**config.mk**
```make
export PLATFORM = sky130hd
export DESIGN_NAME = mjpeg_part_deframer
export DESIGN_NICKNAME = d
export VERILOG_FILES = /design/src/hdl/mjpd_pkg.sv /design/src/hdl/mjpd_hdr_parser.sv /design/src/hdl/mjpd_frame_ctrl.sv /design/src/hdl/mjpeg_part_deframer.sv
export SDC_FILE = /design/constraint.sdc
export NUM_CORES = 1
export LEC_CHECK = 0
export ABC_AREA = 1
export BUFFER_PORTS_ARGS = -buffer_cell sky130_fd_sc_hd__buf_2
export CELL_PAD_IN_SITES_DETAIL_PLACEMENT = 1
export CELL_PAD_IN_SITES_GLOBAL_PLACEMENT = 1
export CORE_MARGIN = 2
export CORE_UTILIZATION = 25
export CTS_CLUSTER_DIAMETER = 200
export DETAILED_ROUTE_END_ITERATION = 7
export PLACE_DENSITY_LB_ADDON = 0.1
export SLEW_MARGIN = 20
export SYNTH_ARGS = -nofsm -noshare
export SYNTH_HDL_FRONTEND = slang
export SYNTH_SLANG_ARGS = --single-unit
```
**constraint.sdc**
```tcl
create_clock -name clock -period 4.9 [get_ports clock]
set_input_delay 0.49 -clock clock [delete_from_list [all_inputs] [get_ports clock]]
set_output_delay 0.49 -clock clock [all_outputs]
set_load 0.01 [all_outputs]
```
**src/hdl/mjpd_pkg.sv**
```systemverilog
package mjpd_pkg;

   localparam int LINE_KEEP_DEFAULT   = 127;
   localparam int LENGTH_BITS_DEFAULT = 24;

   localparam int BYTE_BITS         = 8;
   localparam int QUEUE_BITS        = 16;
   localparam int THRESHOLD_BITS    = 16;
   localparam int FRAME_LENGTH_BITS = 24;
   localparam int STATUS_BITS       = 2;
   localparam int CSR_INDEX_BITS    = 4;
   localparam int CSR_DATA_BITS     = 24;

   localparam logic [CSR_INDEX_BITS-1:0] CSR_DROP_THRESHOLD  = 4'd0;
   localparam logic [CSR_INDEX_BITS-1:0] CSR_MAX_FRAME_BYTES = 4'd1;

   localparam logic [THRESHOLD_BITS-1:0]    DROP_THRESHOLD_RESET  = 16'd2048;
   localparam logic [THRESHOLD_BITS-1:0]    MIN_THRESHOLD         = 16'd2048;
   localparam logic [FRAME_LENGTH_BITS-1:0] MAX_FRAME_BYTES_RESET = 24'd65536;

   localparam logic [BYTE_BITS-1:0] CHAR_LF = 8'h0A;
   localparam logic [BYTE_BITS-1:0] CHAR_CR = 8'h0D;

   localparam logic [STATUS_BITS-1:0] STATUS_PAYLOAD      = 2'd0;
   localparam logic [STATUS_BITS-1:0] STATUS_DROP_BACKLOG = 2'd1;
   localparam logic [STATUS_BITS-1:0] STATUS_DROP_BIG     = 2'd2;

   typedef enum logic [1:0] {
      PH_HEADER       = 2'd0,
      PH_KEEP         = 2'd1,
      PH_SKIP_BACKLOG = 2'd2,
      PH_SKIP_BIG     = 2'd3
   } phase_type;

   typedef enum logic [1:0] {
      SM_NONE = 2'd0,
      SM_FF   = 2'd1,
      SM_SOI  = 2'd2,
      SM_BAD  = 2'd3
   } marker_type;

   // Summary of the header line in progress, valid when the current request is a line feed.
   typedef struct packed {
      logic short_line;
      logic set_length;
   } hdr_line_type;

endpackage

```
**src/hdl/mjpd_hdr_parser.sv**
```systemverilog
module mjpd_hdr_parser #(
   parameter int LINE_KEEP   = mjpd_pkg::LINE_KEEP_DEFAULT,
   parameter int LENGTH_BITS = mjpd_pkg::LENGTH_BITS_DEFAULT
) (
   input  logic                            clock,
   input  logic                            reset,
   input  logic                            step,
   input  logic [mjpd_pkg::BYTE_BITS-1:0]  char_in,
   output mjpd_pkg::hdr_line_type          line_info,
   output logic [LENGTH_BITS-1:0]          line_length
);

   localparam int LCW = $clog2(LINE_KEEP + 1);

   localparam logic [4:0] MS_PREFIX_DONE = 5'd15;
   localparam logic [4:0] MS_SIGN        = 5'd16;
   localparam logic [4:0] MS_DIGITS      = 5'd17;
   localparam logic [4:0] MS_DONE        = 5'd18;
   localparam logic [4:0] MS_FAIL        = 5'd19;

   logic [LCW-1:0]         line_count_ff, line_count_in;
   logic [4:0]             match_ff, match_in;
   logic [LENGTH_BITS-1:0] acc_ff, acc_in;
   logic                   neg_ff, neg_in;
   logic [LENGTH_BITS+3:0] product;
   logic [LENGTH_BITS-1:0] acc_digit;
   logic                   is_digit;
   logic                   is_blank;
   logic [7:0]             lower;

   function automatic logic [7:0] key_char(input logic [4:0] idx);
      logic [7:0] ch;
      unique case (idx)
         5'd0:    ch = "c";
         5'd1:    ch = "o";
         5'd2:    ch = "n";
         5'd3:    ch = "t";
         5'd4:    ch = "e";
         5'd5:    ch = "n";
         5'd6:    ch = "t";
         5'd7:    ch = "-";
         5'd8:    ch = "l";
         5'd9:    ch = "e";
         5'd10:   ch = "n";
         5'd11:   ch = "g";
         5'd12:   ch = "t";
         5'd13:   ch = "h";
         5'd14:   ch = ":";
         default: ch = 8'h00;
      endcase
      return ch;
   endfunction

   assign is_digit = (char_in >= 8'h30) && (char_in <= 8'h39);
   assign is_blank = (char_in == 8'h20) || (char_in == 8'h09) || (char_in == 8'h0B) ||
                     (char_in == 8'h0C);
   assign lower    = ((char_in >= 8'h41) && (char_in <= 8'h5A)) ? char_in + 8'h20 : char_in;

   assign product   = {1'b0, acc_ff, 3'b000} + {3'b000, acc_ff, 1'b0} +
                      (LENGTH_BITS + 4)'(char_in - 8'h30);
   assign acc_digit = (|product[LENGTH_BITS+3:LENGTH_BITS]) ? '1 : product[LENGTH_BITS-1:0];

   assign line_info.short_line = (line_count_ff <= LCW'(1));
   assign line_info.set_length = (line_count_ff > LCW'(14)) && (match_ff >= MS_PREFIX_DONE) &&
                                 (match_ff <= MS_DONE);
   assign line_length = neg_ff ? '0 : acc_ff;

   always_comb begin
      line_count_in = line_count_ff;
      match_in      = match_ff;
      acc_in        = acc_ff;
      neg_in        = neg_ff;
      if (step) begin
         if (char_in == mjpd_pkg::CHAR_LF) begin
            line_count_in = '0;
            match_in      = '0;
            acc_in        = '0;
            neg_in        = 1'b0;
         end else if (char_in != mjpd_pkg::CHAR_CR && line_count_ff < LCW'(LINE_KEEP)) begin
            line_count_in = line_count_ff + LCW'(1);
            priority if (match_ff >= MS_DONE) begin
               match_in = match_ff;
            end else if (char_in == 8'h00) begin
               match_in = (match_ff < MS_PREFIX_DONE) ? MS_FAIL : MS_DONE;
            end else if (match_ff == 5'd0 && is_blank) begin
               match_in = match_ff;
            end else if (match_ff < MS_PREFIX_DONE) begin
               match_in = (lower == key_char(match_ff)) ? match_ff + 5'd1 : MS_FAIL;
            end else if (match_ff == MS_PREFIX_DONE) begin
               priority if (is_blank) begin
                  match_in = match_ff;
               end else if (char_in == 8'h2B) begin
                  match_in = MS_SIGN;
               end else if (char_in == 8'h2D) begin
                  neg_in   = 1'b1;
                  match_in = MS_SIGN;
               end else if (is_digit) begin
                  acc_in   = acc_digit;
                  match_in = MS_DIGITS;
               end else begin
                  match_in = MS_DONE;
               end
            end else if (is_digit) begin
               acc_in   = acc_digit;
               match_in = MS_DIGITS;
            end else begin
               match_in = MS_DONE;
            end
         end
      end
   end

   always_ff @(posedge clock) begin
      if (reset) begin
         line_count_ff <= '0;
         match_ff      <= '0;
         acc_ff        <= '0;
         neg_ff        <= 1'b0;
      end else begin
         line_count_ff <= line_count_in;
         match_ff      <= match_in;
         acc_ff        <= acc_in;
         neg_ff        <= neg_in;
      end
   end

endmodule

```
**src/hdl/mjpd_frame_ctrl.sv**
```systemverilog
module mjpd_frame_ctrl #(
   parameter int LENGTH_BITS = mjpd_pkg::LENGTH_BITS_DEFAULT
) (
   input  logic                                    clock,
   input  logic                                    reset,
   input  logic                                    advance,
   input  logic [mjpd_pkg::BYTE_BITS-1:0]          char_in,
   input  logic [mjpd_pkg::QUEUE_BITS-1:0]         queued_in,
   input  mjpd_pkg::hdr_line_type                  line_info,
   input  logic [LENGTH_BITS-1:0]                  line_length,
   input  logic [mjpd_pkg::THRESHOLD_BITS-1:0]     drop_threshold,
   input  logic [mjpd_pkg::FRAME_LENGTH_BITS-1:0]  max_frame_bytes,
   output logic                                    in_header,
   output logic                                    rsp_valid,
   input  logic                                    rsp_stall,
   output logic [mjpd_pkg::BYTE_BITS-1:0]          rsp_out_byte,
   output logic                                    rsp_first_of_frame,
   output logic                                    rsp_last_of_frame,
   output logic [mjpd_pkg::STATUS_BITS-1:0]        rsp_status,
   output logic                                    rsp_soi_ok,
   output logic [mjpd_pkg::FRAME_LENGTH_BITS-1:0]  rsp_frame_length
);

   localparam int FLB = mjpd_pkg::FRAME_LENGTH_BITS;
   localparam int CW  = (LENGTH_BITS > FLB) ? LENGTH_BITS : FLB;

   mjpd_pkg::phase_type    phase_ff, phase_in;
   mjpd_pkg::marker_type   marker_ff, marker_in;
   logic [LENGTH_BITS-1:0] length_ff, length_in;
   logic [LENGTH_BITS-1:0] left_ff, left_in;
   logic [LENGTH_BITS-1:0] len_next;
   logic [mjpd_pkg::THRESHOLD_BITS-1:0] thr;
   logic [FLB-1:0]         len_sat;
   logic                   last;
   logic                   produce;

   logic                              out_valid_ff, out_valid_in;
   logic [mjpd_pkg::BYTE_BITS-1:0]    out_byte_ff, out_byte_in;
   logic                              out_first_ff, out_first_in;
   logic                              out_last_ff, out_last_in;
   logic [mjpd_pkg::STATUS_BITS-1:0]  out_status_ff, out_status_in;
   logic                              out_soi_ff, out_soi_in;
   logic [FLB-1:0]                    out_length_ff, out_length_in;

   assign in_header = (phase_ff == mjpd_pkg::PH_HEADER);
   assign thr       = (drop_threshold < mjpd_pkg::MIN_THRESHOLD) ? mjpd_pkg::MIN_THRESHOLD :
                      drop_threshold;
   assign len_next  = line_info.set_length ? line_length : length_ff;
   assign len_sat   = (CW'(length_ff) > CW'({FLB{1'b1}})) ? {FLB{1'b1}} : FLB'(length_ff);
   assign last      = (left_ff <= LENGTH_BITS'(1));

   always_comb begin
      phase_in      = phase_ff;
      marker_in     = marker_ff;
      length_in     = length_ff;
      left_in       = left_ff;
      produce       = 1'b0;
      out_byte_in   = out_byte_ff;
      out_first_in  = out_first_ff;
      out_last_in   = out_last_ff;
      out_status_in = out_status_ff;
      out_soi_in    = out_soi_ff;
      out_length_in = out_length_ff;
      if (advance) begin
         unique case (phase_ff)
            mjpd_pkg::PH_HEADER: begin
               if (char_in == mjpd_pkg::CHAR_LF) begin
                  length_in = len_next;
                  if (line_info.short_line && len_next != '0) begin
                     left_in   = len_next;
                     marker_in = mjpd_pkg::SM_NONE;
                     priority if (CW'(len_next) > CW'(max_frame_bytes)) begin
                        phase_in = mjpd_pkg::PH_SKIP_BIG;
                     end else if (queued_in > thr) begin
                        phase_in = mjpd_pkg::PH_SKIP_BACKLOG;
                     end else begin
                        phase_in = mjpd_pkg::PH_KEEP;
                     end
                  end
               end
            end
            mjpd_pkg::PH_KEEP: begin
               unique case (marker_ff)
                  mjpd_pkg::SM_NONE: marker_in = (char_in == 8'hFF) ? mjpd_pkg::SM_FF :
                                                 mjpd_pkg::SM_BAD;
                  mjpd_pkg::SM_FF:   marker_in = (char_in == 8'hD8) ? mjpd_pkg::SM_SOI :
                                                 mjpd_pkg::SM_BAD;
                  default:           marker_in = marker_ff;
               endcase
               produce       = 1'b1;
               out_byte_in   = char_in;
               out_first_in  = (marker_ff == mjpd_pkg::SM_NONE);
               out_last_in   = last;
               out_status_in = mjpd_pkg::STATUS_PAYLOAD;
               out_soi_in    = last && (marker_in == mjpd_pkg::SM_SOI);
               out_length_in = len_sat;
            end
            default: begin
               if (last) begin
                  produce       = 1'b1;
                  out_byte_in   = '0;
                  out_first_in  = 1'b0;
                  out_last_in   = 1'b1;
                  out_status_in = (phase_ff == mjpd_pkg::PH_SKIP_BIG) ?
                                  mjpd_pkg::STATUS_DROP_BIG : mjpd_pkg::STATUS_DROP_BACKLOG;
                  out_soi_in    = 1'b0;
                  out_length_in = len_sat;
               end
            end
         endcase
         if (phase_ff != mjpd_pkg::PH_HEADER) begin
            if (last) begin
               phase_in  = mjpd_pkg::PH_HEADER;
               length_in = '0;
               left_in   = '0;
               marker_in = mjpd_pkg::SM_NONE;
            end else begin
               left_in = left_ff - LENGTH_BITS'(1);
            end
         end
      end
      out_valid_in = produce ? 1'b1 : (out_valid_ff && rsp_stall);
   end

   always_ff @(posedge clock) begin
      if (reset) begin
         phase_ff     <= mjpd_pkg::PH_HEADER;
         marker_ff    <= mjpd_pkg::SM_NONE;
         length_ff    <= '0;
         left_ff      <= '0;
         out_valid_ff <= 1'b0;
      end else begin
         phase_ff     <= phase_in;
         marker_ff    <= marker_in;
         length_ff    <= length_in;
         left_ff      <= left_in;
         out_valid_ff <= out_valid_in;
      end
   end

   always_ff @(posedge clock) begin
      out_byte_ff   <= out_byte_in;
      out_first_ff  <= out_first_in;
      out_last_ff   <= out_last_in;
      out_status_ff <= out_status_in;
      out_soi_ff    <= out_soi_in;
      out_length_ff <= out_length_in;
   end

   assign rsp_valid          = out_valid_ff;
   assign rsp_out_byte       = out_byte_ff;
   assign rsp_first_of_frame = out_first_ff;
   assign rsp_last_of_frame  = out_last_ff;
   assign rsp_status         = out_status_ff;
   assign rsp_soi_ok         = out_soi_ff;
   assign rsp_frame_length   = out_length_ff;

endmodule

```
**src/hdl/mjpeg_part_deframer.sv**
```systemverilog
// Splits a multipart MJPEG byte stream into frames using the Content-Length header lines.
// The request channel (req_valid, req_stall) carries one stream byte per request together
// with the source backlog count; the result channel (rsp_valid, rsp_stall) carries at most
// one result per request: a frame payload byte, or a single drop report on the last byte
// of a skipped frame. Header bytes give no result.
// A request is registered in the input register on acceptance, processed once the output
// register can take its result, and its result is held in the output register until the
// receiver takes it. The block takes one request every cycle while results are being taken;
// the backlog limit and frame size limit are written through the csr_ port, which is always
// ready; the user must write them only while the block is idle, not enforced by the block.
// When the receiver stalls, the pending result is held, the request in the input register
// waits, and req_stall is raised until the output register can take a new result.
// Reset (synchronous, active high) returns to header parsing with no frame length,
// empties both registers and sets the limits to 2048 bytes of backlog and 65536-byte
// frames.
module mjpeg_part_deframer #(
   parameter int LINE_KEEP   = mjpd_pkg::LINE_KEEP_DEFAULT,
   parameter int LENGTH_BITS = mjpd_pkg::LENGTH_BITS_DEFAULT
) (
   input  logic                                    clock,
   input  logic                                    reset,
   input  logic                                    req_valid,
   output logic                                    req_stall,
   input  logic [mjpd_pkg::BYTE_BITS-1:0]          req_in_byte,
   input  logic [mjpd_pkg::QUEUE_BITS-1:0]         req_queued_bytes,
   output logic                                    rsp_valid,
   input  logic                                    rsp_stall,
   output logic [mjpd_pkg::BYTE_BITS-1:0]          rsp_out_byte,
   output logic                                    rsp_first_of_frame,
   output logic                                    rsp_last_of_frame,
   output logic [mjpd_pkg::STATUS_BITS-1:0]        rsp_status,
   output logic                                    rsp_soi_ok,
   output logic [mjpd_pkg::FRAME_LENGTH_BITS-1:0]  rsp_frame_length,
   input  logic                                    csr_valid,
   output logic                                    csr_ready,
   input  logic [mjpd_pkg::CSR_INDEX_BITS-1:0]     csr_index,
   input  logic [mjpd_pkg::CSR_DATA_BITS-1:0]      csr_wdata
);

   logic                                   in_valid_ff, in_valid_in;
   logic [mjpd_pkg::BYTE_BITS-1:0]         in_byte_ff;
   logic [mjpd_pkg::QUEUE_BITS-1:0]        in_queued_ff;
   logic [mjpd_pkg::THRESHOLD_BITS-1:0]    drop_threshold_ff;
   logic [mjpd_pkg::FRAME_LENGTH_BITS-1:0] max_frame_bytes_ff;
   logic                                   advance;
   logic                                   accept;
   logic                                   in_header;
   mjpd_pkg::hdr_line_type                 line_info;
   logic [LENGTH_BITS-1:0]                 line_length;

   assign advance     = in_valid_ff && (!rsp_valid || !rsp_stall);
   assign req_stall   = in_valid_ff && !advance;
   assign accept      = req_valid && !req_stall;
   assign in_valid_in = accept ? 1'b1 : (in_valid_ff && !advance);
   assign csr_ready   = 1'b1;

   always_ff @(posedge clock) begin
      if (reset) begin
         in_valid_ff <= 1'b0;
      end else begin
         in_valid_ff <= in_valid_in;
      end
   end

   always_ff @(posedge clock) begin
      if (accept) begin
         in_byte_ff   <= req_in_byte;
         in_queued_ff <= req_queued_bytes;
      end
   end

   always_ff @(posedge clock) begin
      if (reset) begin
         drop_threshold_ff  <= mjpd_pkg::DROP_THRESHOLD_RESET;
         max_frame_bytes_ff <= mjpd_pkg::MAX_FRAME_BYTES_RESET;
      end else if (csr_valid && csr_ready) begin
         if (csr_index == mjpd_pkg::CSR_DROP_THRESHOLD) begin
            drop_threshold_ff <= csr_wdata[mjpd_pkg::THRESHOLD_BITS-1:0];
         end
         if (csr_index == mjpd_pkg::CSR_MAX_FRAME_BYTES) begin
            max_frame_bytes_ff <= csr_wdata[mjpd_pkg::FRAME_LENGTH_BITS-1:0];
         end
      end
   end

   mjpd_hdr_parser #(
      .LINE_KEEP   (LINE_KEEP),
      .LENGTH_BITS (LENGTH_BITS)
   ) u_hdr_parser (
      .clock       (clock),
      .reset       (reset),
      .step        (advance && in_header),
      .char_in     (in_byte_ff),
      .line_info   (line_info),
      .line_length (line_length)
   );

   mjpd_frame_ctrl #(
      .LENGTH_BITS (LENGTH_BITS)
   ) u_frame_ctrl (
      .clock              (clock),
      .reset              (reset),
      .advance            (advance),
      .char_in            (in_byte_ff),
      .queued_in          (in_queued_ff),
      .line_info          (line_info),
      .line_length        (line_length),
      .drop_threshold     (drop_threshold_ff),
      .max_frame_bytes    (max_frame_bytes_ff),
      .in_header          (in_header),
      .rsp_valid          (rsp_valid),
      .rsp_stall          (rsp_stall),
      .rsp_out_byte       (rsp_out_byte),
      .rsp_first_of_frame (rsp_first_of_frame),
      .rsp_last_of_frame  (rsp_last_of_frame),
      .rsp_status         (rsp_status),
      .rsp_soi_ok         (rsp_soi_ok),
      .rsp_frame_length   (rsp_frame_length)
   );

endmodule
```
==> results.yml, run 1 <==
run_status:
  status: "completed"
sta:
  tightest_slew_ns: 0.838
  setup_viol: 0
  fin_crit_ns: 4.21
  setup-tns-final_ns: 0
  rsz0062_at_grt: "no"
  drv_slew: 0
  fmax_mhz: 237
  hold_violations: 0
  maxSlewHeadroom_pct: 44.1
  fin_crit_sh_pct: 86.0
  holdWs_ns: 0.161
  fin_skew_ns: 0.0109
power_and_ir_drop:
  power_frac_comb_pct: 8.3
  p_int_w: 0.00264
  ir_worst_vdd_v: 0.000282
  power_leakage_nw: 6.14
  cellPowerDensity_nw_per_um2: 256
  swShare_pct: 26.8
  p_switching_w: 0.000967
  p_clk_share_pct: 43.6
  seqPwrFrac_pct: 48.1
cts:
  cts_tree: "built"
  postCtsSetupBuffers: 0
  numCtsBuffers: 17
  root_buffer: "clkbuf_16"
  clk_latency_ns: 0.50
  hold_buffers: 0
  clk_pin_slew_ns: 0.08
  cts_buffer_depth: 2
  htree_levels: 4
  cts.sinks: 199
  cts_resized: 0
worst_setup_path:
  path_max_fanout: 19
  start_kind: "flop"
  crit_slowest_cell: "edfxtp_1"
  crit_required_ns: 5.24
  path_common_cell: "nand2_1"
  worstPathCellList: "ha_1 > nor3_4 > buf_12 > fa_1 > ha_1 > nand4_1 > nor3_1 > nand4_1 > nand3_1 > nand2_1 > nand2_1 > xor2_1 > a21oi_1 > nand2_1 > buf_4 > o21ai_0 > a21oi_1"
  critical-path-max-stage-delay_ns: 0.52
  endpoint_kind: "flop"
  critical_path_class: "flop to flop"
  critPathArrivalTime_ns: 4.56
route:
  vias: 10900
  routedWlPerCell_um: 18.3
  drt_wl_total_um: 43100
  firstDrtPassIters: 5
  detail-route-antenna-nets: 0
  drc: 0
  drt_iter0_drc: 555
  via_per_inst: 4.63
synth:
  syn-cell-area_um2: 12300
  postSynthRegisterBits: 199
  yosys_warnings: 0
  avgSynthCellArea_um2: 7.60
  synth_nets: 1791
  seq_area_frac_synth_pct: 37.3
  synthDistinctLibCells: 52
  synth_cells: 1623
floorplanning:
  die_y_um: 226
  io_pins: 97
  initial_core_util_pct: 25.2
  rows: 81
  die_width_um: 226
  die_area_um2: 51100
  core_area_um2: 48800
global_route:
  grt_pass1_wl_um: 66900
  grt_max_degree: 59
  antenna_found_initial: 1
  grt.overflow.total: 0
  grt_pass1_vias: 11100
  grt_use_total_pct: 17.5
placed_design:
  dpl.hpwl_um: 33400
  gp_congestion: 0.827
  io_buffers: 95
job:
  maxCapViolations: 0
final_layout:
  drive_gt1_share_pct: 10.7
  syn2layout_area_growth_pct: 14.1
  finalNetCount: 1841
  antenna-diode-count: 0
min_path:
  hp-class: "primary input to flop"
-- final timing paths --
path                              to  slack (ns)              startpoint  cells past startpoint
min                  in_queued_ff[4]        0.16     req_queued_bytes[4]                      1
min reg2reg   u_hdr_parser.acc_ff[4]        0.47  u_hdr_parser.acc_ff[4]                      2
max reg2reg  u_hdr_parser.acc_ff[20]        0.69           in_byte_ff[4]                     17
max          u_hdr_parser.acc_ff[20]        0.69           in_byte_ff[4]                     17
-- placed cells by master (no fill, tap or decap), types with 18 or more instances in the layout --
cell and instances:
nand2_1 339, inv_1 161, nor2_1 155, a21oi_1 155, dfxtp_1 138, o21ai_0 135, buf_2 95, ha_1 88
edfxtp_1 61, nand3_1 53, xor2_1 40, o21ai_1 35, nand4_1 32, fa_1 23, buf_4 18
-- per-stage QoR --
step	util [%]	instance area, um^2	setup slack (ns)	instances	total power (W)
6_report	28.8	14100	0.687	2350	0.00360
5_1_grt	28.8	14100	0.309	2350	0.00376
4_1_cts	28.8	14100	0.654	2350	0.00367
3_5_place_dp	27.5	13400	0.672	2318	0.00208
3_3_place_gp	27.5	13400	0.798	2318	0.00207
2_1_floorplan	-	12300	0.542	1623	0.00196
-- logic make-up (layout without fill, tap and decap cells) --
group                      count (synthesis)  in the layout  share of synthesized area (%)
DFF                                      199            199                           37.3
buffers and inverters                    252            315                           8.23
adders and majority gates                111            111                           12.7
other                                      1              1                         0.0304
xor gates and xnor gates                  53             53                           3.76
and+or+nand+nor                          633            633                           21.8
AOI/OAI and AO/OA                        374            374                           16.3
-- registers in the layout, summed over array words and instances, names as in the netlist, named ones only --
name	cells
u_frame_ctrl.rsp_last_of_frame	1
u_frame_ctrl.rsp_soi_ok	1
u_frame_ctrl.rsp_first_of_frame	1
u_hdr_parser.acc_ff	24
u_frame_ctrl.phase_ff	2
u_hdr_parser.line_count_ff	7
u_frame_ctrl.left_ff	24
u_frame_ctrl.marker_ff	2
drop_threshold_ff	16
in_byte_ff	8
u_frame_ctrl.rsp_valid	1
max_frame_bytes_ff	24
in_valid_ff	1
in_queued_ff	16
u_frame_ctrl.rsp_frame_length	24
u_frame_ctrl.length_ff	24
u_frame_ctrl.rsp_out_byte	8
u_frame_ctrl.rsp_status	2
u_hdr_parser.neg_ff	1
u_hdr_parser.match_ff	5
-- cells in the mapped netlist, drive strengths merged --
| library cell | count | area share, % |
|---|---|---|
| ha | 88 | 8.9 |
| nand3 | 56 | 2.5 |
| inv | 167 | 5.1 |
| nand3b | 4 | 0.24 |
| clkinv | 2 | 0.061 |
| a21o | 3 | 0.18 |
| conb | 1 | 0.030 |
| o41ai | 1 | 0.071 |
| a31oi | 3 | 0.15 |
| o21a | 3 | 0.18 |
| or2 | 2 | 0.10 |
| nor3 | 19 | 0.81 |
| nor4 | 7 | 0.41 |
| xnor2 | 13 | 0.92 |
| o221ai | 1 | 0.071 |
| a211oi | 8 | 0.61 |
| a21oi | 157 | 6.4 |
| buf | 18 | 1.1 |
| o211ai | 11 | 0.67 |
| a221oi | 2 | 0.14 |
| o21bai | 8 | 0.49 |
| dfxtp | 138 | 22 |
| clkbuf | 65 | 2.0 |
| xor2 | 40 | 2.8 |
| fa | 23 | 3.7 |
| o22ai | 3 | 0.15 |
| edfxtp | 61 | 15 |
| nand4 | 33 | 1.7 |
| nor2 | 160 | 5.0 |
| a21boi | 1 | 0.061 |
| nor3b | 4 | 0.24 |
| nand2 | 346 | 11 |
| o21ai | 172 | 7.0 |
| and3 | 2 | 0.10 |
| o221a | 1 | 0.091 |
-- final cells by class --
class                   instances  area, um^2
fillers                      5930       34800
multi-input cells            1172        6760
flip-flops and latches        199        4590
well taps                     664         831
inverters                     169         637
repair buffers                114         631
clock buffers                  18         429
clock inverters                14         190
-- layer usage --
metal | up-vias | part of all wire [%] | routed length [um] | global-route usage, %
li1 | 5485 | - | - | -
met1 | 5295 | 51 | 21900 | 24.7
met2 | 82 | 46 | 19900 | 27.8
met3 | 22 | 2.1 | 926 | 3.17
met4 | 2 | 0.93 | 400 | 3.59
met5 | - | 0.019 | 8 | 0
-- power by group through the flow --
stage	sequential, W	combinational [W]	clock (W)
after floorplan	0.00176	0.000192	0
after global placement	0.00177	0.000302	0
after detailed placement	0.00177	0.000303	0
after CTS	0.00173	0.000305	0.00163
after global routing	0.00174	0.000340	0.00168
final	0.00173	0.000299	0.00157
-- worst max-delay path: cells and delay by family, from the launching register on --
kind / cells / cell delay, ns
xor gates and xnor gates: 1 / 0.06
buffers and inverters: 2 / 0.48
DFF: 1 / 0.52
AOI/OAI and AO/OA: 3 / 0.41
adders and majority gates: 3 / 1.17
and+or+nand+nor: 8 / 1.39
Power figures use the tool's default switching activity.
==> run 2: changes to the inputs <==
--- a/config.mk
+++ b/config.mk
@@ -5,7 +5,6 @@
 export SDC_FILE = /design/constraint.sdc
 export NUM_CORES = 1
 export LEC_CHECK = 0
-export ABC_AREA = 1
 export BUFFER_PORTS_ARGS = -buffer_cell sky130_fd_sc_hd__buf_2
 export CELL_PAD_IN_SITES_DETAIL_PLACEMENT = 1
 export CELL_PAD_IN_SITES_GLOBAL_PLACEMENT = 1
@@ -18,3 +17,4 @@
 export SYNTH_ARGS = -nofsm -noshare
 export SYNTH_HDL_FRONTEND = slang
 export SYNTH_SLANG_ARGS = --single-unit
+export TNS_END_PERCENT = 50
==> results.yml, run 2 <==
run_status:
  status: "completed"
worst_setup_path:
  crit_required_ns: 5.27
  start_kind: "flop"
  critical_path_class: "flop to flop"
  critPathArrivalTime_ns: 4.89
  endpoint_kind: "flop"
  path_max_fanout: 22
global_route:
  grt_pass1_wl_um: 64300
  grt_use_total_pct: 16.8
  antenna_found_initial: 1
  grt.overflow.total: 0
  grt_max_degree: 59
  grt_pass1_vias: 10600
sta:
  fmax_mhz: 221
  setup_viol: 0
  rsz0062_at_grt: "no"
  maxSlewHeadroom_pct: 36.8
  setup-tns-final_ns: 0
  tightest_slew_ns: 0.946
  fin_crit_ns: 4.52
  fin_crit_sh_pct: 92.3
  holdWs_ns: 0.171
  fin_skew_ns: 0.0162
  hold_violations: 0
  drv_slew: 0
floorplanning:
  rows: 81
  die_y_um: 225
  initial_core_util_pct: 25.2
  die_area_um2: 50800
  core_area_um2: 48600
  io_pins: 97
  die_width_um: 225
final_layout:
  finalNetCount: 1590
  design_area_um2: 14000
  syn2layout_area_growth_pct: 13.8
  drive_gt1_share_pct: 15.6
  fillers: 5653
  antenna-diode-count: 0
  most-common-layout-cells: "nand2_1, dfxtp_1, nor2_1, a21oi_1, buf_2"
  final_common_cell: "nand2_1"
route:
  detail-route-antenna-nets: 0
  routedWlPerCell_um: 20.1
  firstDrtPassIters: 7
  vias: 10300
  via_per_inst: 4.99
  drt_iter0_drc: 532
  drt_wl_total_um: 41300
  drc: 0
power_and_ir_drop:
  p_switching_w: 0.000977
  finalPower_w: 0.00355
  swShare_pct: 27.5
  power_leakage_nw: 5.56
  cellPowerDensity_nw_per_um2: 255
  power_frac_comb_pct: 11.3
  seqPwrFrac_pct: 49.3
  ir_worst_vdd_v: 0.000188
  p_int_w: 0.00257
  p_clk_share_pct: 39.4
cts:
  htree_levels: 4
  clk_pin_slew_ns: 0.08
  root_buffer: "clkbuf_16"
  clk_latency_ns: 0.49
  cts_tree: "built"
  cts.sinks: 199
  cts_resized: 0
  postCtsSetupBuffers: 0
  hold_buffers: 0
  numCtsBuffers: 17
  cts_buffer_depth: 2
synth:
  yosysTopAreaCell: "dfxtp_1"
  synthTopCellsByCount: "nand2_1, dfxtp_1, nor2_1, a21oi_1, ha_1"
  syn-cell-area_um2: 12300
  async_flop_share_pct: 0
  synth_nets: 1521
  avgSynthCellArea_um2: 9.06
  synthTopCellsByArea: "dfxtp_1, edfxtp_1, ha_1"
  seq_area_frac_synth_pct: 37.5
  synth_most_common_cell: "nand2_1"
  synth_ff_type: "dfxtp_1"
  synth_cells: 1353
  postSynthRegisterBits: 199
  yosys_warnings: 0
  synth_top_area_share_pct: 22.5
  synthDistinctLibCells: 99
  synth-edff-count: 61
placed_design:
  postPlaceCellArea_um2: 13400
  dpl.hpwl_um: 31600
  gp_congestion: 0.761
  io_buffers: 95
job:
  maxCapViolations: 0
min_path:
  hp-class: "primary input to flop"
## run 2: changes by cell type after synthesis, moves of 30 or more
cell	before	now
nor2_1	156	107
a21oi_1	155	98
nand2_1	339	177
o21ai_1	36	6
a22oi_1	0	32
inv_1	162	71
o21ai_0	135	48
## run 2: routing by layer
metal | vias up | global-route usage, % | share of wire (%)
li1 | 5028 | - | -
met1 | 5088 | 23.4 | 50
met2 | 110 | 26.8 | 46
met3 | 25 | 3.02 | 2.8
met4 | 0 | 4.38 | 1.3
met5 | - | 0 | 0
## run 2: through the flow
stage                     setup WS (ns)  cells  util, %
final                             0.376   2056     28.7
after global routing            0.00158   2056     28.7
after CTS                         0.289   2056     28.7
after detailed placement          0.310   2025     27.5
after global placement            0.470   2025     27.5
after floorplan                   0.199   1353        -
## run 2: layout make-up
class	instances	area (um^2)	area share, %
timing repair buffer	138	805	5.77
clock inverter	8	62.6	0.448
multi-input combinational	995	6960	49.9
sequential	199	4590	32.9
inverter	71	267	1.91
tap	622	778	5.58
clock buffer	23	490	3.52
## run 2: worst max-delay path, stage by stage, from the launching register on
cell      delay (ns)
edfxtp_1        0.56
ha_1            0.37
nor3_4          0.21
buf_6           0.26
fa_1            0.46
ha_1            0.38
a21oi_1         0.22
o21ai_0         0.21
a221o_1         0.43
nor3_1          0.18
o21a_1          0.16
or3_1           0.11
nand4_1         0.15
and2_1          0.20
buf_4           0.21
a221o_1         0.28
## run 2: cells by family (layout without fill, tap and decap cells)
family,after synthesis,count (layout),synth area share (%)
and+or+nand+nor,490,490,20.0
AOI/OAI and AO/OA,345,345,19.9
DFF,199,199,37.5
buffers and inverters,159,240,6.18
adders and majority gates,111,111,12.7
xor gates and xnor gates,40,40,2.92
muxes,8,8,0.776
other,1,1,0.0306
## run 2: worst paths after layout
| path | startpoint | endpoint | slack, ns | cells past startpoint |
|---|---|---|---|---|
| setup / recovery | in_byte_ff[4] | u_hdr_parser.acc_ff[15] | 0.38 | 15 |
| hold / removal | req_queued_bytes[2] | in_queued_ff[2] | 0.17 | 1 |
| setup reg to reg | in_byte_ff[4] | u_hdr_parser.acc_ff[15] | 0.38 | 15 |
| hold reg to reg | max_frame_bytes_ff[12] | max_frame_bytes_ff[12] | 0.46 | 2 |
## run 2: power by group through the flow
stage	combinational (W)	sequential, W	clock [W]
floorplan	0.000277	0.00178	0
global placement	0.000405	0.00179	0
CTS	0.000409	0.00175	0.00147
global route	0.000454	0.00176	0.00152
finish	0.000401	0.00175	0.00140
detailed placement	0.000406	0.00179	0
